`src/rtl/sbct_pkg.sv`:
```
// Package for the swept box collision time block.
// Holds the default widths and the flag bundle that travels beside the dividers.
`timescale 1ns / 1ps
package sbct_pkg;

    localparam int unsigned TimeFracBitsDefault = 16;
    localparam int unsigned CoordBitsDefault    = 16;

    typedef struct packed {
        logic valid;
        logic miss;
        logic ent_x;
        logic ext_x;
        logic ent_y;
        logic ext_y;
    } t_side;

endpackage

```
`src/rtl/sbct_resolve.sv`:
```
// Output stage: merges the axis time bounds into hit and entry time.
// Uses sbct_pkg for the flag bundle.
`timescale 1ns / 1ps
module sbct_resolve
    import sbct_pkg::*;
#(
    parameter int unsigned TIME_FRAC_BITS = TimeFracBitsDefault
) (
    input  logic                    i_clk,
    input  logic                    i_rst_n,
    input  logic                    i_en,
    input  t_side                   i_side,
    input  logic [TIME_FRAC_BITS:0] i_ent_x,
    input  logic [TIME_FRAC_BITS:0] i_ext_x,
    input  logic [TIME_FRAC_BITS:0] i_ent_y,
    input  logic [TIME_FRAC_BITS:0] i_ext_y,
    output logic                    o_valid,
    output logic                    o_hit,
    output logic [TIME_FRAC_BITS:0] o_entry_time
);

    localparam logic [TIME_FRAC_BITS:0] One = {1'b1, {TIME_FRAC_BITS{1'b0}}};

    logic [TIME_FRAC_BITS:0] ent_a, ent_b, ent_m, ext_a, ext_b, ext_m;
    logic                    n_hit;
    logic [TIME_FRAC_BITS:0] n_time;
    logic                    r_valid, r_hit;
    logic [TIME_FRAC_BITS:0] r_time;

    always_comb begin
        ent_a  = i_side.ent_x ? i_ent_x : '0;
        ent_b  = i_side.ent_y ? i_ent_y : '0;
        ent_m  = (ent_a > ent_b) ? ent_a : ent_b;
        ext_a  = (i_side.ext_x && (i_ext_x < One)) ? i_ext_x : One;
        ext_b  = (i_side.ext_y && (i_ext_y < ext_a)) ? i_ext_y : ext_a;
        ext_m  = ext_b;
        n_hit  = !i_side.miss && (ent_m <= ext_m);
        n_time = n_hit ? ent_m : One;
    end

    always_ff @(posedge i_clk) begin
        if (!i_rst_n) begin
            r_valid <= 1'b0;
        end else if (i_en) begin
            r_valid <= i_side.valid;
        end
    end

    always_ff @(posedge i_clk) begin
        if (i_en) begin
            r_hit  <= n_hit;
            r_time <= n_time;
        end
    end

    assign o_valid      = r_valid;
    assign o_hit        = r_hit;
    assign o_entry_time = r_time;

endmodule

```
`config.mk`:
```
export PLATFORM = sky130hd
export DESIGN_NAME = sbct_resolve
export DESIGN_NICKNAME = d
export VERILOG_FILES = /design/src/rtl/sbct_pkg.sv /design/src/rtl/sbct_resolve.sv
export SDC_FILE = /design/constraint.sdc
export NUM_CORES = 1
export LEC_CHECK = 0
export BUFFER_PORTS_ARGS = -buffer_cell sky130_fd_sc_hd__buf_2
export CAP_MARGIN = 20
export CORE_MARGIN = 3
export CORE_UTILIZATION = 47
export DETAILED_ROUTE_END_ITERATION = 10
export PLACE_DENSITY = 0.85
export RECOVER_POWER = 50
export SLEW_MARGIN = 10
export SYNTH_ARGS = -nofsm -noshare
export SYNTH_HDL_FRONTEND = slang
export SYNTH_SLANG_ARGS = --single-unit
```
`constraint.sdc`:
```
create_clock -name i_clk -period 5.1 [get_ports i_clk]
set_input_delay 0.255 -clock i_clk [delete_from_list [all_inputs] [get_ports i_clk]]
set_output_delay 0.255 -clock i_clk [all_outputs]
set_load 0.1 [all_outputs]
```
Yosys cells after proc, flatten, opt, wreduce, memory -nomap -nowiden
Cells that the tools add are included.
{"block": "classes", "n_lt_le_gt_ge": 4, "muxes": 5, "n_reduce_logical": 4}
{"op": "two-way mux 17 bit", "count": 5}
{"op": "> comparator 17 bit", "count": 1}
{"op": "<= comparator 17 bit", "count": 1}
{"op": "< comparator 17 bit", "count": 1}
{"op": "< comparator 17 bit, second input constant", "count": 1}
{"op": "logical AND 1 bit", "count": 3}
{"op": "zero test 1 bit", "count": 1}
{"block": "word_totals", "ff_bits": 19, "in_bits": 77, "output_inout_bits": 19, "elab_cells": 16}

Longest topological paths before layout
{"block": "logic_depth", "ltp_word": 8, "mapped_depth": 20, "mapped_depth_nobuf": 16}

Worst setup path before layout
No wires, ideal clock.
{"block": "synth_path", "path_kind": "input port to flip-flop", "start": "input i_side[2] in the netlist's numbering", "end": "register r_time[4], in the netlist o_entry_time[4] (data pin)", "setup_ns": 0.131, "arrival_ns": 4.777, "required_time_ns": 4.969, "setup_slack_ns": 0.191, "cell_stages": 20, "path_buffers": 4, "path_cell_list": "nor2b_1 buf_2 buf_1 nand2_1 ha_1 a211oi_1 nor2_1 nor3_1 o21ai_0 a211oi_2 buf_2 mux2_2 ha_1 and3_1 or3b_1 or4_1 or3b_1 o21ai_2 buf_6 and2_1"}
{"block": "synth_via", "elab_chain_cells": 7}
{"item": "start, declared", "line_no": "sbct_resolve.sv:12", "text": "input t_side i_side,"}
{"item": "logical AND 1 bit *", "line_no": "sbct_resolve.sv:34", "text": "ext_a = (i_side.ext_x && (i_ext_x < One)) ? i_ext_x : One;"}
{"item": "two-way mux 17 bit *", "line_no": "sbct_resolve.sv:34"}
{"item": "< comparator 17 bit", "line_no": "sbct_resolve.sv:35", "text": "ext_b = (i_side.ext_y && (i_ext_y < ext_a)) ? i_ext_y : ext_a;"}
{"item": "logical AND 1 bit", "line_no": "sbct_resolve.sv:35"}
{"item": "two-way mux 17 bit *", "line_no": "sbct_resolve.sv:35"}
{"item": "<= comparator 17 bit *", "line_no": "sbct_resolve.sv:37", "text": "n_hit = !i_side.miss && (ent_m <= ext_m);"}
{"item": "logical AND 1 bit *", "line_no": "sbct_resolve.sv:37"}
{"item": "net n_hit", "line_no": "sbct_resolve.sv:25", "text": "logic n_hit;"}
{"item": "end signal, assigned", "line_no": "sbct_resolve.sv:52", "text": "r_time <= n_time;"}
{"item": "end, declared", "line_no": "sbct_resolve.sv:28", "text": "logic [TIME_FRAC_BITS:0] r_time;"}
Mark *: on every way through the listed nets, which the timed path passes. The rest lies on a longest branch.
A chain may end at the register's enable or synchronous reset.

Final worst setup path
{"block": "layout_path", "start": "input i_side[1] in the netlist's numbering", "end": "register r_time[16], in the netlist o_entry_time[16] (data pin)"}
{"block": "layout_via", "elab_chain_cells": 5}
{"item": "two-way mux 17 bit *", "line_no": "sbct_resolve.sv:32", "text": "ent_b = i_side.ent_y ? i_ent_y : '0;"}
{"item": "> comparator 17 bit", "line_no": "sbct_resolve.sv:33", "text": "ent_m = (ent_a > ent_b) ? ent_a : ent_b;"}
{"item": "two-way mux 17 bit *", "line_no": "sbct_resolve.sv:33"}
{"item": "net ent_m[11]", "line_no": "sbct_resolve.sv:24", "text": "logic [TIME_FRAC_BITS:0] ent_a, ent_b, ent_m, ext_a, ext_b, ext_m;"}
{"item": "<= comparator 17 bit *", "line_no": "sbct_resolve.sv:37"}
{"item": "logical AND 1 bit *", "line_no": "sbct_resolve.sv:37"}
Marked as above.

==> metrics.md <==
| Metric | Value |
|---|---|
| Total number of vias | slightly above 3000 |
| Static leakage | approximately 1.8 nW |
| Worst-Margin Slew | about 1200 ps |
| # diodes | 0 |
| Met3 Wirelength | roughly 700 microns |
| DRC | 0 |
| Critical path fanouts, max | 27 |
| TritonCTS clock tree | yes |
| Critical Path RT | approximately 5100 ps |
| Die H | about 85 microns |
| Post-synthesis cell count | roughly 360 |
| Rel. slew slack | between 20% and 30% |
| Setup TNS | 0 ps |
| Synth Area per Inst | just over 8 sq um |
| Cell family contributing the most delay on the critical path | simple AND/OR/NAND/NOR gates |
| Initial antenna violation count | 0 |
| CP max-delay cell | or4_1 |
| Row cnt | 28 |
| Yosys top cell area share | 21.43% |
| Most frequent cells in the layout | 84 x buf_2, 56 x nand2_1, 50 x ha_1, 36 x inv_1, 18 x edfxtp_1 |
| Estimated wirelength of the detail-placed design | around 6900 microns |
| Largest cells by area after synthesis | ha_1 21%, edfxtp_1 19%, nand2_1 7.2%, mux2_2 5.8%, mux2i_1 4.8% |
| Startpoint types | primary input |
| RSZ-0062 raised after global routing | false |
| Post-layout power | around 800 uW |
| Critical path endpoint category | flip-flop |
| Largest net degree at the start of global routing | 28 |
| Metal1 wirelength | 3273 microns |
| Core area | ~6000 sq um |
| CTS Sinks | 19 |
| Maximum resistive drop on vdd | between 0.0002 and 0.00025 V |
| DRC marker count from the first detailed-route iteration | 206 |
| Total power divided by cell area | between 200 and 250 nW/um^2 |
| Setup ws final | ~370 ps |
| Dpl ws | -23.50 ps |
| Number of global-route vias before repair | 2987 |
| CP max stage delay | 520 ps |
| Most common cell after layout, fill and taps aside | buf_2 |
| Initial Util | between 40% and 50% |
| Final WL | between 8000 and 9000 microns |
| Port bufs | 95 |
| Layout cells sized above 1 | 28.60% |
| Post-route ant nets | 0 |
| Synthesis-stage register bit count | 19 |
| Post-Layout Cell Count | between 500 and 600 |
| Total grt overflow | 0 |
| Syn nets | 483 |
| Average vias per placed instance | 5.924 |
| First-pass GRT wire length | between 10000 and 15000 microns |
| DIE AREA | just over 7000 sq um |
| Min-Delay Path Class | primary input to flip-flop |
| Cts hold-fix bufs | 0 |
| Setup Crit Path Kind | primary input to flip-flop |
| Placed instance count | 521 |
| Nets | 579 |
| DR WL/cell | roughly 16 microns |
| I/O pins | 96 |
| GR Util All Layers | roughly 22% |
| Seq/Total Area, Yosys | between 10% and 20% |
| F_max | 211.6 MHz |
| Detailed Routing Iterations Pass 1 | 5 |
| Met2 routed WL | between 4000 and 5000 microns |
| Filler cells | 531 |
| Max_cap viols | 0 |
| CP Data Arrival Time | ~4700 ps |
| Top Layer Used | met4 |
| Crit path cell chain | clkbuf_4 -> nand2_1 -> ha_1 -> and4_1 -> a21oi_1 -> o211ai_1 -> buf_4 -> mux2i_1 -> o221ai_1 -> ha_1 -> and3_1 -> or3b_1 -> or4_1 -> or3b_1 -> o21ai_2 -> nand2b_1 |
| GP Congestion | 0.9641 |
| Layout area overhead | 21.60% |
| CP bufs+invs | 2 |
| Register area | between 500 and 600 sq um |
| Clock Root Buffer | clkbuf_8 |
| CTS buffer count | 3 |
| Multi-input gate area | approximately 2100 sq um |
| Die width | ~85 microns |
| Maximum clock path buffer count | 2 |
| Worst-Skew Late Latency | about 250 ps |
| CTS H-tree lvls | 1 |
| Status | completed |
| Total number of yosys warnings | 0 |
| Final Hold Fails | 0 |
| Yosys top cell by area | ha_1 |
| Synth unique cells | 40 |
| Clock-pin slew of the registers on the worst-case setup and hold paths | roughly 70 ps |
| Final worst path period share | around 93% |
| Clk_skew | 0 ps |
| Final setup fails | 0 |
| Synthesized area | between 2000 and 3000 sq um |
| Slew Viols, Final | 0 |
| Minimum clock period | between 4000 and 5000 ps |
where the power goes:
group / internal (mW) / total, mW / switching, mW
clock network: 0.0554 / 0.101 / 0.0454
registers: 0.194 / 0.199 / 0.00493
logic: 0.167 / 0.500 / 0.333
final cells by class:
class,instances,area share (%)
tap,75,2.644
clock buffer,4,1.269
timing repair buffer,109,16.07
multi-input combinational,283,60.42
sequential,19,15.79
inverter,36,3.807
cell usage after synthesis:
library cell  count
a31o_2            5
and4_1            4
o21ai_1           2
nand4_1           8
o211ai_1          2
mux2_2           15
nor2_1            8
edfxtp_1         18
a221oi_1          2
o31ai_1           1
o221ai_1         11
clkbuf_1         13
nor2b_1           3
or2_2             5
and3_1            3
nand3_1           5
nand3b_1          1
inv_1            36
dfxtp_1           1
buf_2             3
nor3_1           16
a21oi_1          14
or3b_1            2
a211oi_1          3
a211oi_2          1
o22ai_1           6
o21ai_2           1
nand2b_1          1
buf_6             1
and2_1           10
o21a_1            9
o2111a_1         10
a31oi_1           2
mux2i_1          14
o21ai_0           6
a21o_1            6
or4_1             1
nand2_1          56
buf_1             1
ha_1             50
per-layer routing:
| metal | global-route usage (%) | vias up |
|---|---|---|
| met1 | 27.95 | 1407 |
| met4 | 6.187 | 0 |
| met2 | 39.64 | 170 |
| met3 | 4.272 | 28 |
| met5 | 0 | - |
| li1 | - | 1511 |
stage by stage:
step / instance area, sq um / hold WS, ps / utilization [%]
2_1_floorplan: 2919 / 367.5 / -
3_3_place_gp: 3507 / 465.8 / 58.89
3_5_place_dp: 3507 / 469.0 / 58.89
4_1_cts: 3552 / 213.2 / 59.64
5_1_grt: 3550 / 221.0 / 59.60
6_report: 3550 / 215.6 / 59.60
cell families after synthesis:
family | synth area share (%)
simple gates | 20.57
compound gates | 20.87
buf+inv | 7.329
fa+ha+maj | 21.43
mux | 10.59
flops | 19.20
timing repair:
| action | 4_1_cts | 5_1_grt |
|---|---|---|
| buffers inserted | 0 | 1 |
| endpoints found under the setup margin | 0 | 17 |
| endpoints found under the hold margin | 0 | 0 |
| resized for setup | 0 | 1 |
final timing paths:
kind | from | cells past startpoint | slack (ps) | endpoint
setup / recovery | i_side[1] | 16 | 370 | o_entry_time[16]
hold / removal | i_rst_n | 2 | 220 | o_valid
setup reg to reg | o_valid | 2 | 4490 | o_valid
hold reg to reg | o_valid | 2 | 530 | o_valid
registers in the layout (all words and copies together), names as in the netlist:
register      cells
o_entry_time     17
o_hit             1
o_valid           1
Note: power is estimated with default switching activity, not from simulation.
