--- config.mk ---
export PLATFORM = sky130hd
export DESIGN_NAME = sbct_axis
export DESIGN_NICKNAME = d
export VERILOG_FILES = /design/src/rtl/sbct_pkg.sv /design/src/rtl/sbct_axis.sv
export SDC_FILE = /design/constraint.sdc
export NUM_CORES = 1
export LEC_CHECK = 0
export BUFFER_PORTS_ARGS = -buffer_cell sky130_fd_sc_hd__buf_2
export CORE_AREA = 2 2 170 89
export CTS_CLUSTER_SIZE = 40
export DETAILED_ROUTE_END_ITERATION = 6
export DIE_AREA = 0 0 172 91
export GPL_TIMING_DRIVEN = 0
export PLACE_DENSITY = 0.73
export SLEW_MARGIN = 40
export SYNTH_ARGS = -nofsm -noshare
export SYNTH_HDL_FRONTEND = slang
export SYNTH_SLANG_ARGS = --single-unit
--- constraint.sdc ---
create_clock -name i_clk -period 4.6 [get_ports i_clk]
set_input_delay 1.15 -clock i_clk [delete_from_list [all_inputs] [get_ports i_clk]]
set_output_delay 1.15 -clock i_clk [all_outputs]
set_load 0.03 [all_outputs]
--- src/rtl/sbct_pkg.sv ---
// Package for the swept box collision time block.
// Holds the default widths and the flag bundle that travels beside the dividers.
`timescale 1ns / 1ps
package sbct_pkg;

    localparam int unsigned TimeFracBitsDefault = 16;
    localparam int unsigned CoordBitsDefault    = 16;

    typedef struct packed {
        logic valid;
        logic miss;
        logic ent_x;
        logic ext_x;
        logic ent_y;
        logic ext_y;
    } t_side;

endpackage

--- src/rtl/sbct_axis.sv ---
// Front stage for one axis: edge sums, early rejects and the distances to divide.
// Uses sbct_pkg.
`timescale 1ns / 1ps
module sbct_axis
    import sbct_pkg::*;
#(
    parameter int unsigned COORD_BITS = CoordBitsDefault
) (
    input  logic                         i_clk,
    input  logic                         i_en,
    input  logic signed [COORD_BITS-1:0] i_m,
    input  logic        [COORD_BITS-2:0] i_msz,
    input  logic signed [COORD_BITS-1:0] i_t,
    input  logic        [COORD_BITS-2:0] i_tsz,
    input  logic signed [COORD_BITS-1:0] i_s,
    output logic                         o_reject,
    output logic                         o_ent_v,
    output logic        [COORD_BITS:0]   o_ent_d,
    output logic                         o_ext_v,
    output logic        [COORD_BITS:0]   o_ext_d,
    output logic        [COORD_BITS-1:0] o_mag
);

    localparam int unsigned W = COORD_BITS + 2;

    logic signed [W-1:0] m, t, mr, tr, s;
    logic signed [W-1:0] d_ent, d_ext;
    logic n_reject, n_ent_v, n_ext_v;
    logic [COORD_BITS-1:0] n_mag;
    logic r_reject, r_ent_v, r_ext_v;
    logic [COORD_BITS:0] r_ent_d, r_ext_d;
    logic [COORD_BITS-1:0] r_mag;

    always_comb begin
        m  = W'(i_m);
        t  = W'(i_t);
        s  = W'(i_s);
        mr = m + $signed({2'b00, i_msz});
        tr = t + $signed({2'b00, i_tsz});
        n_reject = 1'b0;
        n_ent_v  = 1'b0;
        n_ext_v  = 1'b0;
        d_ent    = '0;
        d_ext    = '0;
        n_mag    = COORD_BITS'(1);
        if (s < 0) begin
            n_reject = (mr <= t);
            n_ent_v  = (tr < m);
            d_ent    = m - tr;
            n_ext_v  = 1'b1;
            d_ext    = mr - t;
            n_mag    = COORD_BITS'(-s);
        end else if (s > 0) begin
            n_reject = (m >= tr);
            n_ent_v  = (mr < t);
            d_ent    = t - mr;
            n_ext_v  = (tr > m);
            d_ext    = tr - m;
            n_mag    = COORD_BITS'(s);
        end else begin
            n_reject = !((mr > t) && (m < tr));
        end
    end

    always_ff @(posedge i_clk) begin
        if (i_en) begin
            r_reject <= n_reject;
            r_ent_v  <= n_ent_v;
            r_ext_v  <= n_ext_v;
            r_ent_d  <= d_ent[COORD_BITS:0];
            r_ext_d  <= d_ext[COORD_BITS:0];
            r_mag    <= n_mag;
        end
    end

    assign o_reject = r_reject;
    assign o_ent_v  = r_ent_v;
    assign o_ent_d  = r_ent_d;
    assign o_ext_v  = r_ext_v;
    assign o_ext_d  = r_ext_d;
    assign o_mag    = r_mag;

endmodule

Word-level counts from Yosys, hierarchy flattened
Index checks and enable logic that the tools add are counted.
{"block": "classes", "add_sub_neg": 7, "mul": 0, "div_mod_pow": 0, "order_cmp": 9, "eq_ne": 0, "shifts": 0, "n_mux": 11, "n_bitwise": 0, "n_reduce_logical": 2}
{"op": "two-way mux 17 bit", "count": 4}
{"op": "adder 16 x 16 -> 17 bit", "count": 2}
{"op": "> comparator 17 x 16 -> 1 bit", "count": 2}
{"op": "< comparator 17 x 16 -> 1 bit", "count": 2}
{"op": "subtractor 16 x 17 -> 17 bit", "count": 2}
{"op": "subtractor 17 x 16 -> 17 bit", "count": 2}
{"op": "two-way mux 16 bit", "count": 2}
{"op": "greater-or-equal comparator 16 x 17 -> 1 bit", "count": 1}
{"op": "<= comparator 17 x 16 -> 1 bit", "count": 1}
{"op": "< comparator 16 x 17 -> 1 bit", "count": 1}
{"op": "> comparator 16 x 1 -> 1 bit, second input constant", "count": 1}
{"op": "< comparator 16 x 1 -> 1 bit, second input constant", "count": 1}
{"op": "negation 16 bit", "count": 1}
{"op": "two-way mux 1 bit", "count": 5}
{"op": "logical AND 1 bit", "count": 1}
{"op": "logical NOT 1 bit", "count": 1}
{"block": "totals", "reg_bits": 53, "latchBits": 0, "mem_bits_rw": 0, "romBits": 0, "in_bits": 80, "output_inout_bits": 53, "word_cells": 35, "n_memories": 0}

Depth between registers and ports, before layout
{"block": "logic_depth", "word_depth": 6, "mapped_depth": 17, "mapped_depth_nobuf": 17}

Least setup slack after synthesis
OpenSTA, ideal clock, no wires.
{"block": "synth_timing", "kind": "input to register", "from": "input i_t[0]", "to": "register r_ext_d[15], in the netlist o_ext_d[15] (data pin)", "setup_ps": 257, "t_arrival_ps": 4486, "path_slack_ps": -143, "path_stages": 15, "path_buffers": 0, "cell_sequence": "ha_1 fa_1 a211oi_1 o21ai_0 nand3_1 a21boi_0 o31a_1 o21a_1 o31a_1 ha_1 and3_1 nand3_1 nor2b_1 or4_1 a32o_1"}
{"block": "synth_between", "elab_chain_cells": 4, "elab_cells_between_ends": 5}
{"element": "start: declaration", "line": "sbct_axis.sv:13", "rtl": "input logic signed [COORD_BITS-1:0] i_t,"}
{"element": "adder 16 x 16 -> 17 bit", "line": "sbct_axis.sv:39", "rtl": "tr = t + $signed({2'b00, i_tsz});"}
{"element": "subtractor 17 x 16 -> 17 bit", "line": "sbct_axis.sv:58", "rtl": "d_ext = tr - m;"}
{"element": "two-way mux 17 bit", "line": "sbct_axis.sv:53", "rtl": "end else if (s > 0) begin"}
{"element": "two-way mux 17 bit *", "line": "sbct_axis.sv:46", "rtl": "if (s < 0) begin"}
{"element": "via d_ext[15]", "line": "sbct_axis.sv:27", "rtl": "logic signed [W-1:0] d_ent, d_ext;"}
{"element": "end signal: assignment", "line": "sbct_axis.sv:71", "rtl": "r_ext_d <= d_ext[COORD_BITS:0];"}
{"element": "end: declaration", "line": "sbct_axis.sv:31", "rtl": "logic [COORD_BITS:0] r_ent_d, r_ext_d;"}
Mark *: on every way through the listed nets, which the timed path passes. The rest lies on a longest branch.
A chain may end at the register's enable or synchronous reset.

Final worst setup path
{"block": "layout_timing", "from": "input i_m[0]", "to": "register r_reject, in the netlist o_reject (data pin)"}
{"block": "layout_between", "elab_chain_cells": 6, "elab_cells_between_ends": 9}
{"element": "start: declaration", "line": "sbct_axis.sv:11", "rtl": "input logic signed [COORD_BITS-1:0] i_m,"}
{"element": "adder 16 x 16 -> 17 bit", "line": "sbct_axis.sv:38", "rtl": "mr = m + $signed({2'b00, i_msz});"}
{"element": "> comparator 17 x 16 -> 1 bit", "line": "sbct_axis.sv:61", "rtl": "n_reject = !((mr > t) && (m < tr));"}
{"element": "logical AND 1 bit", "line": "sbct_axis.sv:61"}
{"element": "logical NOT 1 bit", "line": "sbct_axis.sv:61"}
{"element": "two-way mux 1 bit", "line": "sbct_axis.sv:53"}
{"element": "two-way mux 1 bit *", "line": "sbct_axis.sv:46"}
{"element": "via n_reject", "line": "sbct_axis.sv:28", "rtl": "logic n_reject, n_ent_v, n_ext_v;"}
{"element": "end signal: assignment", "line": "sbct_axis.sv:67", "rtl": "r_reject <= n_reject;"}
{"element": "end: declaration", "line": "sbct_axis.sv:30", "rtl": "logic r_reject, r_ent_v, r_ext_v;"}
Marked as above.

==> run metrics <==
final hold viol count 0; clock net sink count 53; vias after detailed routing 6980; largest family of logic cells by synthesized area compound AO/OA/AOI/OAI gates; final WL 24390 um; # DRC 0; Via-to-Cell Ratio 5.910; post-synthesis sequential area ratio 22.84%; setup TNS -0.2336 ns; fraction of layout cells with a size suffix above 1 29.50%; Setup CP Type in2reg; Crit Path Max Fanout 5; Placed Cells incl. Taps roughly 1100; Final ANT Viol Nets 0; # setup viols final 3; Finished Layout Cells 1181; CTS Buf Count 5; placed cell areas 7906 um2; Synth area leader edfxtp_1; routed wire length per instance a little over 20 um; Hold Path Class in2reg; power density cells 390.9 nW/um2; deepest clock path buffer count 2; initial antenna violation count 3; Synth cell types 64; maxcap violations 0; met2 usage 36.98%; syn_nets roughly 1000; nature of the critical path startpoint primary input; DPL Wire Length approximately 19000 um; cell family with most CP delay compound AO/OA/AOI/OAI gates; max incr delay on CP 0.40 ns; simple-gate area share of the yosys netlist 12.95%; Hold Slack 1.148 ns; Post-synth top flop edfxtp_1; Syn Area/Cell 8.559 um2; crit path DAT 4.76 ns; Routability Congestion 1.012; Critical Path RT 4.65 ns; total gr overflow 0; CTS tree built; Post-synth EDFFs 53; area of the core 14120 um2; M1 GR Usage 49.92%; Slew @ Worst Pin 0.7324 ns; GR Util All Layers 30.01%; failing checks negative setup slack; Layout Nets between 1000 and 1500; pin count of the biggest net entering global routing 54; met3 Use GR 9.198%; period utilization 102.4%; Final min period 4.711 ns; ys async rst share 0%; max-slew violation total from the final report 0; Cells after Synth 814; CP Buf/Inv Count 3; synth warn 0; post-synthesis adder-cell area fraction 19.32%; ranking of synthesized cells by area edfxtp_1, ha_1, xnor2_1; Post-Synth XOR/XNOR Area between 10% and 20%; worst path cell trace buf_8 -> ha_4 -> fa_2 -> a211oi_4 -> o21ai_2 -> a31oi_4 -> o21bai_1 -> a21oi_1 -> xnor2_1 -> ha_1 -> buf_6 -> nand3_4 -> a211oi_2 -> o211ai_1 -> buf_4 -> o32ai_4 -> a31oi_2 -> a31o_1; I/O Pins between 100 and 150; Tot Pwr 3.474 mW; GRT Max-Usage Layer met1; RSZ-0062 raised after global routing true; Reg clk slew, reported paths about 0.080 ns; min setup slack post-route -0.1110 ns; die width 172 um; first-pass GRT wire length 35960 um; most frequent cells in the layout buf_2, ha_1, inv_1; PortBufs ~130; Initial Util approximately half; Die ar. 15650 um2; Layout Area Growth over Synthesis 27.57%; CP max-delay cell o32ai_4; status finished with violations; Root Buffer clkbuf_16; Pre-antenna DRT Iters 5; CTS HTree Levels 2; max_slew headroom 51.17%; Antenna diodes 0; fmax 212.3 MHz; Worst setup EP type flip-flop; num rows 31; cell area after layout a little under 9000 um2; compound-gate portion of the synthesized area 26.54%; FF+latch count, synth 53; top-area cell type share of the netlist area between 20% and 30%; Mapped Area 6967 um2; Iter 0 DRT Violations 782; vias in the first global route 6335; commonest non-fill, non-tap cell in the layout buf_2; Leak 3.962 nW; VDD IR max 167.0 uV; Die H 91 um; multiplexer area fraction after synthesis 0%
cell type report:
cell class	instances	area, um2
multi-input cells	651	5477
clock inverters	3	28.78
inverters	73	274.0
repair buffers	166	953.4
well taps	198	247.7
plain buffers	32	190.2
fillers	1270	5231
flip-flops and latches	53	1592
clock buffers	5	125.1
Yosys cell counts, drive strengths merged, types with 2 or more instances:
cell type / n
a2111oi: 2
a211o: 2
a211oi: 16
a21boi: 2
a21o: 29
a21oi: 61
a221oi: 2
a311oi: 2
a31oi: 11
a32o: 3
a41oi: 2
and2: 3
and3: 9
and4: 2
buf: 20
clkbuf: 17
edfxtp: 53
fa: 6
ha: 98
inv: 73
nand2: 44
nand2b: 17
nand3: 20
nand4: 6
nor2: 45
nor2b: 9
nor3: 6
nor4: 4
o211ai: 7
o21a: 14
o21ai: 54
o21bai: 10
o22ai: 25
o31a: 3
o31ai: 15
o32ai: 4
o41ai: 4
or3: 7
or4: 3
xnor2: 66
xor2: 28
tightest hold or removal path: stages:
cell and delay [ns]:
buf_2 0.09, inv_1 0.05, nand2_1 0.05
path summary, 6_finish.rpt:
kind	from	end	slack [ns]	depth (start not counted)
max	i_m[0]	o_reject$_DFFE_PP_	-0.11	18
min	i_s[0]	o_mag[0]$_DFFE_PP_	1.15	3
through the flow:
stage / setup WS, ns / util [%]
final: -0.1110 / 62.95
after global routing: -0.2558 / 62.95
after CTS: -0.06688 / 59.26
after detailed placement: -0.8441 / 56.00
after global placement: -0.8674 / 55.98
after floorplan: -0.02257 / -
per-layer routing:
layer	up-vias	part of all wire, %
met4	4	0.92
met3	36	15
met1	3231	49
met5	-	0.14
li1	3288	-
met2	421	35
cells by family (layout without fill, tap and decap cells):
| family | after synthesis | after routing |
|---|---|---|
| buffers and inverters | 110 | 279 |
| flip-flops | 53 | 53 |
| AND/OR/NAND/NOR | 181 | 181 |
| AO/OA/AOI/OAI | 272 | 272 |
| XOR/XNOR | 94 | 94 |
| adder cells (fa/ha/maj) | 104 | 104 |
registers in the layout (all words and copies together), names as in the netlist:
register	cells
o_ext_v	1
o_mag	16
o_ext_d	17
o_ent_d	17
o_reject	1
o_ent_v	1
repair_timing:
action	in CTS	in global routing
hold buffers	0	0
gates cloned	0	1
resized for setup	56	74
setup endpoints to repair	15	16
pin swaps	39	57
buffers inserted	10	24
report_power, final:
part	total, mW	switching [mW]	internal, mW
logic	2.38	1.48	0.905
clock network	0.392	0.183	0.209
registers	0.700	0.0267	0.674
total	3.47	1.69	1.79
No activity file was read; power rests on OpenSTA's default activity.
