==> config.mk <==
export PLATFORM = sky130hd
export DESIGN_NAME = sbct_divider
export DESIGN_NICKNAME = d
export VERILOG_FILES = /design/src/rtl/sbct_pkg.sv /design/src/rtl/sbct_divider.sv
export SDC_FILE = /design/constraint.sdc
export NUM_CORES = 1
export LEC_CHECK = 0
export BUFFER_PORTS_ARGS = -buffer_cell sky130_fd_sc_hd__clkbuf_2
export CELL_PAD_IN_SITES_DETAIL_PLACEMENT = 1
export CELL_PAD_IN_SITES_GLOBAL_PLACEMENT = 1
export CORE_ASPECT_RATIO = 1.2
export CORE_MARGIN = 2
export CORE_UTILIZATION = 35
export CTS_BUF_LIST = sky130_fd_sc_hd__clkbuf_4 sky130_fd_sc_hd__clkbuf_8
export CTS_CLUSTER_DIAMETER = 200
export DETAILED_ROUTE_END_ITERATION = 8
export PLACE_DENSITY_LB_ADDON = 0.1
export SLEW_MARGIN = 30
export SYNTH_ARGS = -nofsm -noshare
export SYNTH_HDL_FRONTEND = slang
export SYNTH_SLANG_ARGS = --single-unit
==> constraint.sdc <==
create_clock -name i_clk -period 3.4 [get_ports i_clk]
set_input_delay 0.17 -clock i_clk [delete_from_list [all_inputs] [get_ports i_clk]]
set_output_delay 0.17 -clock i_clk [all_outputs]
set_load 0.05 [all_outputs]
==> src/rtl/sbct_pkg.sv <==
// Package for the swept box collision time block.
// Holds the default widths and the flag bundle that travels beside the dividers.
`timescale 1ns / 1ps
package sbct_pkg;

    localparam int unsigned TimeFracBitsDefault = 16;
    localparam int unsigned CoordBitsDefault    = 16;

    typedef struct packed {
        logic valid;
        logic miss;
        logic ent_x;
        logic ext_x;
        logic ent_y;
        logic ext_y;
    } t_side;

endpackage

==> src/rtl/sbct_divider.sv <==
// Pipelined restoring divider, one quotient bit per stage, saturating at 2.0 and above.
// Uses sbct_pkg for default widths.
`timescale 1ns / 1ps
module sbct_divider
    import sbct_pkg::*;
#(
    parameter int unsigned TIME_FRAC_BITS = TimeFracBitsDefault,
    parameter int unsigned COORD_BITS     = CoordBitsDefault
) (
    input  logic                      i_clk,
    input  logic                      i_en,
    input  logic [COORD_BITS:0]       i_dividend,
    input  logic [COORD_BITS-1:0]     i_divisor,
    output logic [TIME_FRAC_BITS:0]   o_quotient
);

    localparam int unsigned Q  = TIME_FRAC_BITS + 1;
    localparam int unsigned RW = COORD_BITS + 1;
    localparam int unsigned XW = COORD_BITS + 2;

    logic [RW-1:0]         r_rem [Q];
    logic [Q-1:0]          r_quo [Q];
    logic [COORD_BITS-1:0] r_div [Q];
    logic                  r_sat [Q];

    genvar j;
    generate
        for (j = 0; j < Q; j++) begin : g_stage
            logic [XW-1:0]         x;
            logic [COORD_BITS-1:0] dv;
            logic [Q-1:0]          qin;
            logic                  sin;
            logic [XW-1:0]         diff;
            logic                  bit_q;
            logic [RW-1:0]         n_rem;
            logic [Q-1:0]          n_quo;
            logic                  n_sat;

            if (j == 0) begin : g_first
                assign x   = {1'b0, i_dividend};
                assign dv  = i_divisor;
                assign qin = '0;
                assign sin = ({1'b0, i_dividend} >= {1'b0, i_divisor, 1'b0});
            end else begin : g_next
                assign x   = {r_rem[j-1], 1'b0};
                assign dv  = r_div[j-1];
                assign qin = r_quo[j-1];
                assign sin = r_sat[j-1];
            end

            always_comb begin
                diff  = x - {2'b00, dv};
                bit_q = (x >= {2'b00, dv});
                n_rem = bit_q ? diff[RW-1:0] : x[RW-1:0];
                n_quo = qin;
                n_quo[Q-1-j] = bit_q;
                n_sat = sin;
            end

            always_ff @(posedge i_clk) begin
                if (i_en) begin
                    r_rem[j] <= n_rem;
                    r_quo[j] <= n_quo;
                    r_div[j] <= dv;
                    r_sat[j] <= n_sat;
                end
            end
        end
    endgenerate

    assign o_quotient = r_sat[Q-1] ? {Q{1'b1}} : r_quo[Q-1];

endmodule

---- Yosys cells after proc, flatten, opt, wreduce, memory -nomap -nowiden ----
Memory sizes are Yosys's and may differ from the RTL's.
Cells that the tools add are included.
operators by class
  $lt $le $gt $ge ......................... 18
  multiplexer cells ....................... 20
  $add $sub $neg .......................... 17
operators with widths
  operator                                                        number
  17-bit 2-to-1 mux                                               18
  17-bit by 16-bit subtractor with 17-bit output                  17
  18-bit by 16-bit greater-or-equal comparator with 1-bit output  16
  17-bit by 16-bit greater-or-equal comparator with 1-bit output  1
  17-bit greater-or-equal comparator                              1
  1-bit 2-to-1 mux                                                2
storage, ports and cells
  input port bits ......................... 35
  memories ................................ 4
  RAM bits ................................ 867
  output and inout bits ................... 17
  logic and storage cells ................. 59
  flip-flop bits (word level) ............. 0
memory list
  memory  words  width  rd ports  clocked after memory_dff  write ports  line                text
  r_quo   17     17     17        0                         17           sbct_divider.sv:22  logic [Q-1:0] r_quo [Q];
  r_rem   17     17     16        0                         17           sbct_divider.sv:21  logic [RW-1:0] r_rem [Q];
  r_div   17     16     16        0                         17           sbct_divider.sv:23  logic [COORD_BITS-1:0] r_div [Q];
  r_sat   17     1      17        0                         17           sbct_divider.sv:24  logic r_sat [Q];

---- Depth between registers and ports, before layout ----
Gate-level depths: netlist (run 1).
An unclocked memory read counts as a cell.
  word-level depth ........................ 3
  mapped depth ............................ 12
  mapped depth without buffers ............ 11

---- Least setup slack after synthesis (run 1) ----
OpenSTA, ideal clock, no wires.
  path kind ............................... reg-to-reg
  start ................................... memory r_rem[0][238] (netlist bit)
  end ..................................... memory r_rem[0][270] (netlist bit) (data pin)
  buffers on the path ..................... 1
  data arrival time ....................... 2.266 ns
  path slack .............................. 0.874 ns
  cell stages (with the launch flop) ...... 11
  library setup time ...................... 0.260 ns
  required time ........................... 3.140 ns
  clock period less this slack ............ 2.526 ns
  path through ............................ edfxtp_1 > inv_1 > fa_1 > nand2b_1 > a21oi_1 > o21ai_0 > a2111o_1 > and2_1 > clkbuf_1 > inv_1 > mux2_2
RTL lines
  what                line
  start: declaration  sbct_divider.sv:21

==> results of run 1 <==
==> routing by layer <==
metal | global-route usage | up-vias | part of all wire
met5 | 0 | - | 0.00028
met4 | 0.05950 | 4 | 0.024
met3 | 0.02939 | 154 | 0.030
met2 | 0.2973 | 333 | 0.49
met1 | 0.2202 | 12520 | 0.46
li1 | - | 12540 | -
==> stage by stage <==
step                      worst slack, ps  total power [uW]
after floorplan                     874.0             25190
after global placement              410.3             29580
after detailed placement            474.8             29970
after CTS                           382.5             38170
after global routing                204.0             40460
final                               437.2             37540
==> power by group through the flow <==
stage | registers (uW) | logic (uW) | clock network, uW
5_1_grt | 14200 | 17700 | 8520
6_report | 14000 | 15800 | 7820
4_1_cts | 14000 | 15900 | 8210
3_3_place_gp | 14200 | 15400 | 0
3_5_place_dp | 14200 | 15800 | 0
2_1_floorplan | 13300 | 11900 | 0
==> registers in the layout, indices dropped and copies added, names as in the netlist <==
register	count
r_rem	272
r_div	256
r_quo	153
r_sat	17
==> logic make-up (layout without fill, tap and decap cells) <==
family | Yosys count | after routing
AOI/OAI and AO/OA | 871 | 871
DFF | 698 | 698
xor gates and xnor gates | 181 | 181
and+or+nand+nor | 769 | 769
other | 0 | 1
muxes | 74 | 74
adders and majority gates | 303 | 303
buffers and inverters | 401 | 691
==> cells in the mapped netlist (all sizes together) (22+ instances only) <==
cell type and number:
mux2 64, and3 22, ha 287, nand2 238
clkbuf 25, o21ai 237, nand2b 54, a21oi 246
nor2 219, inv 333, buf 43, xnor2 91
a211oi 23, xor2 90, nor3 47, nand3 49
nor2b 33, edfxtp 698, nand4 29, a21o 80
or2 25, o31ai 27, a31oi 38, o211ai 24
o21a 54
==> layout make-up <==
cell class              instances  area share
diodes                          1  0.00005809
clock buffers                 164     0.04775
clock inverters                54    0.008656
inverters                     333     0.02902
multi-input cells            2198      0.3613
flip-flops and latches        698      0.4866
well taps                    1407     0.04087
repair buffers                140     0.02574
==> placed cells by master (no fill, tap or decap), types with 32 or more instances in the layout <==
cell / instances
dlygate4sd3_1: 35
a21o_1: 80
edfxtp_1: 698
nand3_1: 49
clkbuf_4: 32
clkbuf_8: 132
clkbuf_2: 50
mux2_2: 60
nand2_1: 238
ha_1: 287
xor2_1: 90
o21a_1: 54
nor2b_1: 33
xnor2_1: 91
buf_4: 47
a31oi_1: 38
nand2b_1: 54
nor2_1: 219
o21ai_0: 223
nor3_1: 47
a21oi_1: 241
inv_1: 332
==> worst max-delay path by stage <==
stage | from | endpoint | cells past startpoint
after detailed placement | r_rem[0][57]$_DFFE_PP_ | r_rem[0][72]$_DFFE_PP_ | 7
final | r_rem[0][57]$_DFFE_PP_ | r_rem[0][72]$_DFFE_PP_ | 7
after global routing | r_rem[0][57]$_DFFE_PP_ | r_rem[0][83]$_DFFE_PP_ | 8
after floorplan | r_rem[0][238]$_SDFFCE_PN0P_ | r_rem[0][270]$_DFFE_PP_ | 10
after CTS | r_rem[0][57]$_DFFE_PP_ | r_rem[0][82]$_DFFE_PP_ | 8
after global placement | r_rem[0][57]$_DFFE_PP_ | r_rem[0][72]$_DFFE_PP_ | 7
==> repair_timing <==
action                                 CTS  global route
resized for setup                        0             0
hold buffers                            35             0
endpoints found under the hold margin   98             0
==> results.sh, run 1 <==
export IMPL_min_path_type="in2reg"
export IMPL_p_switching_uw=14060
export IMPL_synth_simple_area_share=0.09451
export IMPL_grt_pass1_vias=27650
export IMPL_syn_nets=3635
export IMPL_regToRegStartpoint="r_rem[0][57]$_DFFE_PP_"
export IMPL_drtIter0Drc=1252
export IMPL_final_cell_count_no_fill=4995
export IMPL_synth_edf_count=698
export IMPL_clk_pin_slew_ps=60
export IMPL_synth_distinct_cells=83
export IMPL_drt_total_wl_um=95430
export IMPL_antenna_found_initial=3
export IMPL_p_per_area_nw_per_um2=871.5
export IMPL_worstRegToRegCells=7
export IMPL_comb_power_share=0.420
export IMPL_tightest_slew_ps=721.3
export IMPL_ant_nets=0
export IMPL_vias=25550
export IMPL_area_delta_synth_final_pct=12.98
export IMPL_die_height_um=365.6
export IMPL_cp_num_buf_inv=0
export IMPL_clock_fmax_ghz=0.3375
export IMPL_synth_adder_area_share=0.1026
export IMPL_chipWidth_um=305.3
export IMPL_slowest_stage="nor4b_4"
export IMPL_gp_congestion=0.8268
export IMPL_rr_endpoint="r_rem[0][72]$_DFFE_PP_"
export IMPL_numCtsBuffers=130
export IMPL_grt_start_max_net_pins=99
export IMPL_dpl_cell_area_um2=40290
export IMPL_crit_path_end_kind="flop"
export IMPL_dieArea_um2=111600
export IMPL_vias_per_cell=5.114
export IMPL_synth_top_area_cell="edfxtp_1"
export IMPL_outcome="finished, final reports clean"
export IMPL_syn_avg_cell_area_um2=11.56
export IMPL_firstDrtPassIters=5
export IMPL_p_sw_frac=0.3744
export IMPL_hold_depth=2
export IMPL_multi_input_area_um2=15560
export IMPL_seqCellArea_um2=20960
export IMPL_arrival_ps=3510
export IMPL_fillers=11740
export IMPL_finalHoldViolCount=0
export IMPL_final_util=0.3988
export IMPL_vdd_ir_drop_max_uv=376.4
export IMPL_design_area_um2=43080
export IMPL_cpPeakStageDelay_ps=490
export IMPL_synth_compound_area_frac=0.1477
export IMPL_dp_hpwl_um=71990
export IMPL_cp_top_family="compound AO/OA/AOI/OAI gates"
export IMPL_synth_top_family_by_area="compound AO/OA/AOI/OAI gates"
export IMPL_crit_type="reg2reg"
export IMPL_cp_data_required_time_ps=3950
export IMPL_rsz0062_at_grt="false"
export IMPL_ios=52
export IMPL_ys_seq_elements=698
export IMPL_rows=132
export IMPL_dp_cells=4741
export IMPL_crit_chain="ha_1 > a21oi_1 > o21ai_0 > a31oi_1 > a211oi_2 > nor4b_4 > mux2_2"
export IMPL_cts_root_buffer="clkbuf_8"
export IMPL_critPathMaxFanout=7
export IMPL_yosysSeqAreaShare=0.5497
export IMPL_numClockSinks=698
export IMPL_cts_htree_levels=4
export IMPL_synthCells=3297
export IMPL_grt_overflow_total=0
export IMPL_hold_start="i_divisor[15]"
export IMPL_fin_nets=3839
export IMPL_netlist_area_leader_share=0.5497
export IMPL_setup_viol=0
export IMPL_grt_pass1_wl_um=152400
export IMPL_drv_cap=0
export IMPL_cts_setup_buffers=0
export IMPL_layout_drive_gt1_share=0.1179
export IMPL_period_share=0.8714
export IMPL_cts_buffer_depth=3
export IMPL_synth_xor_area_frac=0.04158
export IMPL_post_route_min_period_ps=2963
export IMPL_netlist_area_um2=38130
export IMPL_whs_ps=116.1
export IMPL_fin_tns_setup_ps=0
export IMPL_yosys_warnings=0
export IMPL_cts_tree="built"
export IMPL_power_leakage_uw=0.01714
export IMPL_synth_flop_cell="edfxtp_1"
export IMPL_grt_usage=0.1730
export IMPL_rrSetupSlack_ps=440
export IMPL_clk_latency_ps=820
export IMPL_initial_core_util=0.3530
export IMPL_p_int_uw=23480
export IMPL_clkPwrFrac=0.208
export IMPL_maxSlewViolCount=0
export IMPL_netlist_top_cells_area="edfxtp_1 (55%), ha_1 (9.4%), inv_1 (3.3%)"
export IMPL_wire_per_inst_um=19.11
export IMPL_synth_mux_area_fraction=0.02182
export IMPL_max_slew_margin=0.5159
export IMPL_io_buffers=51
export IMPL_start_kind="flop"
export IMPL_skew_ps=35.82
export IMPL_async_reset_ff_frac=0
export IMPL_core_um2=108000
export IMPL_drc=0
export IMPL_worst_hold_path_endpoint="r_div[0][15]$_DFFE_PP_"
export IMPL_seqPwrFrac=0.372
No activity file was read; power rests on OpenSTA's default activity.
==> run 2, diff against run 1 <==
--- a/config.mk
+++ b/config.mk
@@ -5,7 +5,7 @@
 export SDC_FILE = /design/constraint.sdc
 export NUM_CORES = 1
 export LEC_CHECK = 0
-export BUFFER_PORTS_ARGS = -buffer_cell sky130_fd_sc_hd__clkbuf_2
+export BUFFER_PORTS_ARGS = -buffer_cell sky130_fd_sc_hd__buf_2
 export CELL_PAD_IN_SITES_DETAIL_PLACEMENT = 1
 export CELL_PAD_IN_SITES_GLOBAL_PLACEMENT = 1
 export CORE_ASPECT_RATIO = 1.2
==> results.sh, run 2 (same netlist as run 1, synthesis figures left out) <==
export IMPL_largest_register_ffs=272
export IMPL_grt_pass1_wl_um=151200
export IMPL_period_share=0.8901
export IMPL_drv_cap=0
export IMPL_dp_hpwl_um=71050
export IMPL_rows=132
export IMPL_crit_path_end_kind="flop"
export IMPL_area_delta_synth_final_pct=13.31
export IMPL_clock_fmax_ghz=0.3304
export IMPL_tightest_slew_ps=765.1
export IMPL_grt_start_max_net_pins=105
export IMPL_regMostFlops="r_rem"
export IMPL_chipWidth_um=305.3
export IMPL_min_path_type="in2reg"
export IMPL_post_route_min_period_ps=3026
export IMPL_start_kind="flop"
export IMPL_reg_largest_list="r_rem x272, r_div x256, r_quo x153"
export IMPL_outcome="finished, final reports clean"
export IMPL_ant_nets=0
export IMPL_grt_pass1_vias=26920
export IMPL_io_buffers=51
export IMPL_cts_setup_buffers=0
export IMPL_setup_viol=0
export IMPL_finalHoldViolCount=0
export IMPL_max_slew_margin=0.4768
export IMPL_fillers=11760
export IMPL_drc=0
export IMPL_comb_power_share=0.417
export IMPL_cts_htree_levels=4
export IMPL_p_switching_uw=14120
export IMPL_fin_nets=3843
export IMPL_numCtsBuffers=132
export IMPL_grt_usage=0.1720
export IMPL_firstDrtPassIters=5
export IMPL_antenna_found_initial=2
export IMPL_maxSlewViolCount=0
export IMPL_layout_drive_gt1_share=0.1174
export IMPL_clkPwrFrac=0.212
export IMPL_gp_congestion=0.8351
export IMPL_vdd_ir_drop_max_uv=388.6
export IMPL_arrival_ps=3570
export IMPL_core_um2=108000
export IMPL_drtIter0Drc=1248
export IMPL_clk_latency_ps=830
export IMPL_cts_tree="built"
export IMPL_cp_data_required_time_ps=3940
export IMPL_vias=25400
export IMPL_crit_type="reg2reg"
export IMPL_rsz0062_at_grt="false"
export IMPL_critPathMaxFanout=11
export IMPL_fin_tns_setup_ps=0
export IMPL_drt_total_wl_um=94750
export IMPL_die_height_um=365.6
export IMPL_final_cell_mix="edfxtp_1 (698), inv_1 (332), ha_1 (287)"
export IMPL_p_per_area_nw_per_um2=869.2
export IMPL_cts_buffer_depth=3
export IMPL_ios=52
export IMPL_final_util=0.4000
export IMPL_numClockSinks=698
export IMPL_grt_overflow_total=0
export IMPL_clk_pin_slew_ps=60
export IMPL_initial_core_util=0.3530
export IMPL_p_sw_frac=0.3760
export IMPL_dieArea_um2=111600
export IMPL_vias_per_cell=5.070
export IMPL_layout_commonest_cell="edfxtp_1"
export IMPL_cts_root_buffer="clkbuf_8"
export IMPL_power_leakage_uw=0.01717
export IMPL_wire_per_inst_um=18.91
export IMPL_p_int_uw=23430
export IMPL_seqPwrFrac=0.371
export IMPL_skew_ps=32.57
-- run 2: area by class of cell --
class                   count  area [um2]  area share
repair buffers            142        1186     0.02746
clock inverters            62       385.4    0.008920
inverters                 333        1250     0.02893
diodes                      1       2.502  0.00005792
well taps                1407        1760     0.04075
clock buffers             169        2095     0.04848
multi-input cells        2198       15560      0.3602
flip-flops and latches    698       20960      0.4852
-- run 2: critical path, cell delays in order (launching register included) --
cell and delay, ps:
edfxtp_1 400, ha_1 370, a21oi_1 180, o21ai_0 290, a31oi_1 460, a211oi_2 160
nor4b_4 490, buf_4 270, o21ai_0 120
-- run 2: power by group through the flow --
stage	sequential (uW)	combinational, uW	clock, uW
floorplan	13300	11900	0
CTS	14000	15800	8350
global placement	14200	15300	0
finish	13900	15700	7950
global route	14200	17700	8680
detailed placement	14200	15700	0
-- run 2: path summary, 6_finish.rpt --
path	start	slack [ps]	cells after the start	end
min	i_divisor[11]	110	2	r_div[0][11]$_DFFE_PP_
max	r_rem[0][57]$_DFFE_PP_	370	8	r_rem[0][79]$_DFFE_PP_
min reg2reg	r_quo[0][84]$_DFFE_PP_	390	0	r_quo[0][101]$_DFFE_PP_
max reg2reg	r_rem[0][57]$_DFFE_PP_	370	8	r_rem[0][79]$_DFFE_PP_
-- run 2: metal layers --
layer,track usage,share of wire,routed length [um]
met4,0.05747,0.022,2069
met5,0,0,0
met1,0.2207,0.46,43720
met3,0.02858,0.027,2570
met2,0.2947,0.49,46390
-- run 2: what timing repair did --
action / 4_1_cts / 5_1_grt
hold endpoints to repair: 133 / 0
hold buffers: 45 / 0
gates resized for setup: 0 / 0
-- run 2: metrics by stage --
stage	setup WS [ps]	instances	hold slack, ps	total power (uW)	cell area, um2
after floorplan	874.0	3297	268.9	25190	38130
after global placement	419.1	4733	369.7	29550	40270
after detailed placement	396.9	4733	369.1	29860	40270
after CTS	352.7	5009	0.9463	38190	43200
after global routing	187.4	5010	60.97	40540	43200
final	373.8	5010	111.1	37550	43200
==> run 3, diff against run 2 <==
--- a/config.mk
+++ b/config.mk
@@ -15,6 +15,7 @@
 export CTS_CLUSTER_DIAMETER = 200
 export DETAILED_ROUTE_END_ITERATION = 8
 export PLACE_DENSITY_LB_ADDON = 0.1
+export REMOVE_ABC_BUFFERS = 1
 export SLEW_MARGIN = 30
 export SYNTH_ARGS = -nofsm -noshare
 export SYNTH_HDL_FRONTEND = slang
==> results.sh, run 3 (same netlist as run 1, synthesis figures left out) <==
export IMPL_outcome="finished, final reports clean"
export IMPL_p_switching_uw=13910
export IMPL_layout_drive_gt1_share=0.1172
export IMPL_rsz0062_at_grt="false"
export IMPL_clock_fmax_ghz=0.3344
export IMPL_finalHoldViolCount=0
export IMPL_reg_largest_list="r_rem x272, r_div x256, r_quo x153"
export IMPL_post_route_min_period_ps=2990
export IMPL_grt_pass1_vias=27210
export IMPL_drt_total_wl_um=94560
export IMPL_clk_latency_ps=800
export IMPL_critPathMaxFanout=32
export IMPL_crit_path_end_kind="flop"
export IMPL_dpl_cell_area_um2=40370
export IMPL_vdd_ir_drop_max_uv=321.1
export IMPL_dieArea_um2=111600
export IMPL_p_sw_frac=0.3748
export IMPL_seqPwrFrac=0.374
export IMPL_gp_congestion=0.8208
export IMPL_rows=132
export IMPL_cts_tree="built"
export IMPL_io_buffers=51
export IMPL_area_delta_synth_final_pct=12.88
export IMPL_grt_pass1_wl_um=151100
export IMPL_ios=52
export IMPL_cp_data_required_time_ps=3940
export IMPL_p_per_area_nw_per_um2=862.4
export IMPL_skew_ps=41.67
export IMPL_cts_root_buffer="clkbuf_8"
export IMPL_setup_viol=0
export IMPL_chipWidth_um=305.3
export IMPL_ctsResizeCount=0
export IMPL_clk_pin_slew_ps=70
export IMPL_period_share=0.8795
export IMPL_fin_tns_setup_ps=0
export IMPL_max_slew_margin=0.4050
export IMPL_drc=0
export IMPL_regMostFlops="r_rem"
export IMPL_firstDrtPassIters=5
export IMPL_dp_cells=4748
export IMPL_start_kind="flop"
export IMPL_drtIter0Drc=1143
export IMPL_grt_overflow_total=0
export IMPL_dp_hpwl_um=71320
export IMPL_comb_power_share=0.424
export IMPL_min_path_type="in2reg"
export IMPL_vias=25410
export IMPL_drv_cap=0
export IMPL_rrSetupSlack_ps=410
export IMPL_vias_per_cell=5.082
export IMPL_cts_buffer_depth=3
export IMPL_p_int_uw=23210
export IMPL_grt_start_max_net_pins=79
export IMPL_final_cell_mix="edfxtp_1 (698), inv_1 (332), ha_1 (287)"
export IMPL_grt_usage=0.1705
export IMPL_fin_nets=3835
export IMPL_largest_register_ffs=272
export IMPL_antenna_found_initial=1
export IMPL_layout_commonest_cell="edfxtp_1"
export IMPL_tightest_slew_ps=889.9
export IMPL_maxSlewViolCount=0
export IMPL_cts_htree_levels=3
export IMPL_crit_type="reg2reg"
export IMPL_wire_per_inst_um=18.91
export IMPL_initial_core_util=0.3530
export IMPL_clkPwrFrac=0.202
export IMPL_die_height_um=365.6
export IMPL_final_util=0.3985
export IMPL_numCtsBuffers=119
export IMPL_arrival_ps=3530
export IMPL_power_leakage_uw=0.01711
export IMPL_p_total_uw=37120
export IMPL_numClockSinks=698
export IMPL_ant_nets=0
export IMPL_final_cell_count_no_fill=5000
export IMPL_cts_setup_buffers=0
export IMPL_design_area_um2=43040
export IMPL_core_um2=108000
==> run 3: cell count changes in the layout (fill, tap and decap cells not counted), sizes merged <==
cell	before	now
buf	97	112
inv	344	335
bufinv	2	5
dlygate4sd3	45	35
clkinv	44	60
diode	1	2
clkbuf	169	143
==> run 3: worst paths after layout <==
| check | startpoint | endpoint | cells past startpoint |
|---|---|---|---|
| setup / recovery | r_div[0][55]$_DFFE_PP_ | r_rem[0][72]$_DFFE_PP_ | 9 |
| hold / removal | i_divisor[10] | r_div[0][10]$_DFFE_PP_ | 2 |
| setup reg to reg | r_div[0][55]$_DFFE_PP_ | r_rem[0][72]$_DFFE_PP_ | 9 |
| hold reg to reg | r_quo[0][215]$_DFFE_PP_ | r_quo[0][232]$_DFFE_PP_ | 0 |
==> run 3: layout make-up <==
type | count | area, um2
Clock inverter | 72 | 478.0
Inverter | 333 | 1250
Sequential cell | 698 | 20960
Multi-Input combinational cell | 2198 | 15560
Timing Repair Buffer | 147 | 1186
Clock buffer | 143 | 1837
Fill cell | 11800 | 64970
Antenna cell | 2 | 5.005
Tap cell | 1407 | 1760
==> run 3: timing repair <==
action	4_1_cts	5_1_grt
setup endpoints to repair	0	0
hold buffers	35	0
hold endpoints to repair	88	0
==> run 3: layer usage <==
layer,share of wire,global-route usage
met1,0.44,0.2074
met3,0.029,0.02487
met4,0.023,0.05670
met2,0.51,0.3086
met5,0,0
==> run 3: critical path: stages, from the launching register on <==
cell      delay (ps)
edfxtp_1         450
inv_1             70
ha_1             340
a21oi_1          180
o21ai_0          260
a31oi_1          330
a211oi_2         140
nor4b_4          220
buf_4            330
mux2_2           410
==> run 3: power groups by stage <==
stage / sequential, uW / combinational (uW) / clock (uW)
6_report: 13900 / 15700 / 7510
2_1_floorplan: 13300 / 11600 / 0
3_3_place_gp: 14100 / 15400 / 0
4_1_cts: 14000 / 15900 / 7880
5_1_grt: 14100 / 17700 / 8220
3_5_place_dp: 14100 / 15700 / 0
==> run 3: through the flow <==
step / hold WS (ps) / setup slack, ps
6_report: 137.4 / 409.8
5_1_grt: 91.26 / 201.1
4_1_cts: 22.25 / 374.7
3_5_place_dp: 362.7 / 425.5
3_3_place_gp: 365.7 / 409.4
2_1_floorplan: 268.9 / 326.5
